**src/rtl/cmof_pkg.sv**
```systemverilog
// ----------------------------------------------------------------------------
// cmof_pkg
// Shared types, codes and helpers of the conditional median outlier filter.
// ----------------------------------------------------------------------------
package cmof_pkg;

	localparam int COMP_W   = 32;
	localparam int PIX_W    = 3 * COMP_W;
	localparam int PEAK_W   = 31;
	localparam int SUM_W    = 47;
	localparam int CNT_W    = 17;
	localparam int FACTOR_W = 16;
	localparam int DIM_W    = 9;
	localparam int RAD_W    = 2;
	localparam int CFG_A_W  = 3;
	localparam int CFG_D_W  = 16;
	localparam int OUT_D_W  = PIX_W + 2 * CNT_W + 2 * SUM_W;

	localparam logic [RAD_W-1:0]    RADIUS_RST = 2'd1;
	localparam logic [FACTOR_W-1:0] FACTOR_RST = 16'd1024;
	localparam logic [DIM_W-1:0]    DIM_RST    = 9'd256;

	typedef enum logic {
		OP_LOAD = 1'b0,
		OP_EMIT = 1'b1
	} op_t;

	typedef enum logic [CFG_A_W-1:0] {
		REG_ENABLE = 3'd0,
		REG_RADIUS = 3'd1,
		REG_FACTOR = 3'd2,
		REG_WIDTH  = 3'd3,
		REG_HEIGHT = 3'd4
	} reg_idx_t;

	typedef enum logic [1:0] {
		RD_CENTER = 2'd0,
		RD_SCAN   = 2'd1,
		RD_MEDIAN = 2'd2
	} rd_sel_t;

	typedef enum logic [3:0] {
		ST_IDLE,
		ST_CRD,
		ST_CLAT,
		ST_DIV,
		ST_SETUP,
		ST_SCAN,
		ST_DRAIN,
		ST_SHIFT,
		ST_MRD,
		ST_MLAT,
		ST_OUT
	} state_t;

	typedef struct packed {
		logic    load_wr;
		logic    emit_start;
		logic    lat_center;
		logic    lat_pass;
		logic    div_init;
		logic    div_step;
		logic    setup;
		logic    scan_step;
		logic    shift_step;
		logic    lat_med;
		logic    out_load;
		rd_sel_t rd_sel;
	} cmd_t;

	typedef struct packed {
		logic disabled;
		logic div_last;
		logic scan_last;
		logic pipe_busy;
		logic shift_done;
		logic out_free;
	} sts_t;

	// max(0, r, g, b) of a packed pixel, red in the lowest bits
	function automatic logic [PEAK_W-1:0] peak_of(input logic [PIX_W-1:0] px);
		logic signed [COMP_W-1:0] m;
		logic signed [COMP_W-1:0] c;
		m = '0;
		for (int i = 0; i < 3; i++) begin
			c = px[i*COMP_W +: COMP_W];
			if (c > m) begin
				m = c;
			end
		end
		return m[PEAK_W-1:0];
	endfunction

endpackage

```
**src/rtl/cmof_ctrl.sv**
```systemverilog
// ----------------------------------------------------------------------------
// cmof_ctrl
// Sequencer: writes load items and steps one emit item through center
// read, divide, tap scan, median selection and result hand-off.
// ----------------------------------------------------------------------------
module cmof_ctrl
	import cmof_pkg::*;
(
	input  logic clk,
	input  logic arst_n,
	input  logic in_valid,
	input  logic in_op,
	output logic in_ready,
	input  sts_t sts,
	output cmd_t cmd
);

	state_t state_q;
	state_t state_d;

	always_ff @(posedge clk or negedge arst_n) begin
		if (!arst_n) begin
			state_q <= ST_IDLE;
		end else begin
			state_q <= state_d;
		end
	end

	always_comb begin
		state_d    = state_q;
		cmd        = '0;
		cmd.rd_sel = RD_CENTER;
		in_ready   = 1'b0;
		unique case (state_q)
			ST_IDLE: begin
				in_ready = 1'b1;
				if (in_valid) begin
					if (in_op == OP_LOAD) begin
						cmd.load_wr = 1'b1;
					end else begin
						cmd.emit_start = 1'b1;
						state_d        = ST_CRD;
					end
				end
			end
			ST_CRD: begin
				cmd.rd_sel = RD_CENTER;
				state_d    = ST_CLAT;
			end
			ST_CLAT: begin
				cmd.lat_center = 1'b1;
				if (sts.disabled) begin
					cmd.lat_pass = 1'b1;
					state_d      = ST_OUT;
				end else begin
					cmd.div_init = 1'b1;
					state_d      = ST_DIV;
				end
			end
			ST_DIV: begin
				cmd.div_step = 1'b1;
				if (sts.div_last) begin
					state_d = ST_SETUP;
				end
			end
			ST_SETUP: begin
				cmd.setup = 1'b1;
				state_d   = ST_SCAN;
			end
			ST_SCAN: begin
				cmd.rd_sel    = RD_SCAN;
				cmd.scan_step = 1'b1;
				if (sts.scan_last) begin
					state_d = ST_DRAIN;
				end
			end
			ST_DRAIN: begin
				if (!sts.pipe_busy) begin
					state_d = ST_SHIFT;
				end
			end
			ST_SHIFT: begin
				if (sts.shift_done) begin
					state_d = ST_MRD;
				end else begin
					cmd.shift_step = 1'b1;
				end
			end
			ST_MRD: begin
				cmd.rd_sel = RD_MEDIAN;
				state_d    = ST_MLAT;
			end
			ST_MLAT: begin
				cmd.lat_med = 1'b1;
				state_d     = ST_OUT;
			end
			ST_OUT: begin
				if (sts.out_free) begin
					cmd.out_load = 1'b1;
					state_d      = ST_IDLE;
				end
			end
			default: begin
				state_d = ST_IDLE;
			end
		endcase
	end

endmodule

```
**config.mk**
```make
export PLATFORM = sky130hd
export DESIGN_NAME = cmof_ctrl
export DESIGN_NICKNAME = d
export VERILOG_FILES = /design/src/rtl/cmof_pkg.sv /design/src/rtl/cmof_ctrl.sv
export SDC_FILE = /design/constraint.sdc
export NUM_CORES = 1
export LEC_CHECK = 0
export ABC_CLOCK_PERIOD_IN_PS = 1600
export BUFFER_PORTS_ARGS = -buffer_cell sky130_fd_sc_hd__buf_2
export CAP_MARGIN = 15
export CORE_AREA = 2 2 39 41
export CTS_BUF_LIST = sky130_fd_sc_hd__clkbuf_8
export CTS_CLUSTER_SIZE = 28
export DETAILED_ROUTE_END_ITERATION = 8
export DIE_AREA = 0 0 41 43
export PLACE_DENSITY = 0.63
export RECOVER_POWER = 100
export SKIP_CTS_REPAIR_TIMING = 1
export SYNTH_ARGS = -nofsm -noshare
export SYNTH_HDL_FRONTEND = slang
export SYNTH_SLANG_ARGS = --single-unit
```
**constraint.sdc**
```tcl
create_clock -name clk -period 1.6 [get_ports clk]
set_clock_uncertainty 0.1 [all_clocks]
set_input_delay 0.08 -clock clk [delete_from_list [all_inputs] [get_ports clk]]
set_output_delay 0.08 -clock clk [all_outputs]
set_load 0.02 [all_outputs]
```
==> summary.txt <==
Worst setup path
  • Buf/Inv on CP: 0
  • CP Depth: 4
  • R2R cell count: 4
  • Critical Path Sink Type: register
  • WP data required: between 1.5 and 2 ns
  • CP max stage delay: approximately 0.44 ns
  • Worst EP arrival: about 1.8 ns
  • CP Max Fanout: 5
  • CP top delay family: simple AND/OR/NAND/NOR gates
  • CP Cell Sequence: or3b_1 -> a211oi_2 -> nor4_2 -> mux2_1
  • Reg2reg start: state_q[3]$_DFFE_PN0P_
  • Critical R2R Capture: state_q[3]$_DFFE_PN0P_
  • Crit-path slowest cell: dfrtp_2
  • Critical Path Source Type: register
  • Crit Path Class: reg -> reg
  • R2R Setup Slk: -0.18 ns

Global route
  • Vias in the first global route: between 400 and 500
  • GR Util All Layers: 14.93%
  • Overflow after GRT: 0
  • Global-route wire length before repair: 1835 um
  • Initial antenna violation count: 0
  • Largest net degree at the start of global routing: 11

Clocking
  • H-tree depth: 1
  • Deepest clock path buffer count: 2
  • Clock tree from TritonCTS: yes
  • Clock latency on the worst-skew pair: roughly 0.21 ns
  • Clock sinks: 4
  • Clock buffer count from CTS: 3
  • Clk slew on worst S/H paths: ~0.03 ns
  • Root buffer cell: clkbuf_8

Floorplan
  • Die H: 43 um
  • Die area: roughly 1800 um2
  • Core Area: between 1000 and 1500 um2
  • Initial Utilization: a little under a third
  • # IOs: 24
  • Die Width: around 40 um
  • Cell row count: 14

Synthesis
  • Yosys warnings: 0
  • Async SR Flop Fraction: between 90% and 100%
  • Synth top area cells: dfrtp_1, nor3_1, mux2_1
  • Top cell type's share of synthesized area: a little under a quarter
  • Number of flops mapped to enable cells by yosys: 0
  • Syn avg cell area: about 8 um2
  • Top FF cell, synth: dfrtp_1
  • Unique masters post-synth: 32
  • Post-synth top area cell: dfrtp_1
  • Sequential share of the synthesized area: 23.19%
  • Netlist Area Pre-Place: 431.7 um2
  • Synth Register Bits: 4
  • Post-Syn Instances: 54
  • Mapped Nets: 64

STA
  • Worst Max-Slew Pin Slew: ~0.28 ns
  • RSZ-0062 raised after global routing: yes
  • Final Slew Violations: 0
  • Final setup viols: 6
  • Final hold vios: 0
  • Final period util: 111.3%
  • Worst hold margin: about 0.11 ns
  • Setup WS post-layout: -0.1804 ns
  • Crit path time final: around 1.8 ns
  • Slew HR: approximately four fifths
  • Final setup TNS: -0.5350 ns
  • F_max: 0.5617 GHz

Power
  • Final Total Pwr: around 1700 uW
  • Leak: 0.0003815 uW
  • PD cells: approximately 2000 nW/um2
  • Max VDD drop: 1.053 mV

Routing
  • DRT iter0 DRCs: 5
  • Via count: about 540
  • Detailed Route WL: around 1400 um
  • DR vias/cell: 4.972
  • DRC: 0
  • Post-DR wirelength/cell: around 13 um
  • Pre-antenna DRT Iters: 4
  • Routed Antenna Nets: 0

Cells and area
  • Biggest regs: state_q (4)
  • Layout cells sized above 1: ~67%
  • Max reg flops: 4
  • Leading cell type in the layout, fill and taps excluded: buf_4
  • Total inserted antenna cells: 0
  • Most frequent cells in the layout: buf_4, buf_2, buf_6
  • Fin cells: 109
  • Register area: around 100 um2
  • Area growth syn-to-layout: 96.23%
  • Fill count: roughly 130
  • Area of the multi-input gates: about 380 um2
  • Fin nets: ~110
  • Largest register by flop count: state_q

Placement
  • Placed cells: 100
  • Post-detail-place hpwl: 980.1 um
  • Final Wtd Congestion: just under 0.9
  • IO buf count: 23
  • Pre-CTS setup slack: -0.1779 ns

Status
  • Status: finished with violations
  • Failing checks: negative setup slack

Flow run
  • Max-cap violation count: 0

Hold path
  • Hold Crit Depth: 4
  • Hold Path Sink: state_q[2]$_DFFE_PN0P_
  • Worst Hold Class: in -> reg
  • Hold Startpoint: sts[1]
==> per-stage QoR <==
| step | cell area, um2 | utilization (%) |
|---|---|---|
| 6_report | 847.1 | 61.21 |
| 5_1_grt | 847.1 | 61.21 |
| 4_1_cts | 696.9 | 50.36 |
| 3_5_place_dp | 655.6 | 47.38 |
| 3_3_place_gp | 655.6 | 47.38 |
| 2_1_floorplan | 461.7 | - |
==> worst max-delay path by stage <==
stage | slack [ns] | endpoint | start
floorplan | -0.18 | state_q[3]$_DFFE_PN0P_ | state_q[3]$_DFFE_PN0P_
global placement | -0.13 | state_q[3]$_DFFE_PN0P_ | state_q[1]$_DFFE_PN0P_
detailed placement | -0.18 | state_q[3]$_DFFE_PN0P_ | state_q[1]$_DFFE_PN0P_
CTS | -0.19 | cmd[8] | state_q[1]$_DFFE_PN0P_
global route | -0.25 | state_q[3]$_DFFE_PN0P_ | state_q[3]$_DFFE_PN0P_
finish | -0.18 | state_q[3]$_DFFE_PN0P_ | state_q[3]$_DFFE_PN0P_
==> area by class of cell <==
class,instances,area share [%]
Clock buffer,3,4.874
Inverter,1,0.4431
Sequential cell,4,12.26
Timing Repair Buffer,41,34.71
Tap cell,16,2.363
Multi-Input combinational cell,44,45.35
==> synthesized netlist by cell type, types with 2 or more instances <==
library cell	n
or3b_1	2
mux2_1	2
nand2b_1	2
a21oi_1	2
dfrtp_1	4
nor3_1	6
o22ai_1	3
nand2_1	3
nor2_1	5
nor2b_1	2
nor4_1	2
==> cell families after synthesis <==
| logic type | synth area share (%) |
|---|---|
| buffers and inverters | 8.113 |
| xor gates and xnor gates | 2.029 |
| DFF | 23.19 |
| AOI/OAI and AO/OA | 12.76 |
| muxes | 7.536 |
| and+or+nand+nor | 46.38 |
==> where the power goes <==
part           total, uW  switching (uW)  leakage (uW)  internal (uW)
clock network        211            50.9     0.0000216            160
logic               1220             606      0.000314            615
registers            232            75.5     0.0000460            156
==> routing by layer <==
layer	part of all wire [%]	global-route usage [%]	wire [um]
met4	0	8.000	0
met5	0	0	0
met3	3.9	0	56
met2	56	25.00	808
met1	40	18.30	580
==> worst reg2reg max path, stage by stage, from the launching register on <==
cell	delay, ns
dfrtp_2	0.44
or3b_1	0.38
a211oi_2	0.33
nor4_2	0.08
mux2_1	0.33
(Power assumes the default switching activity.)
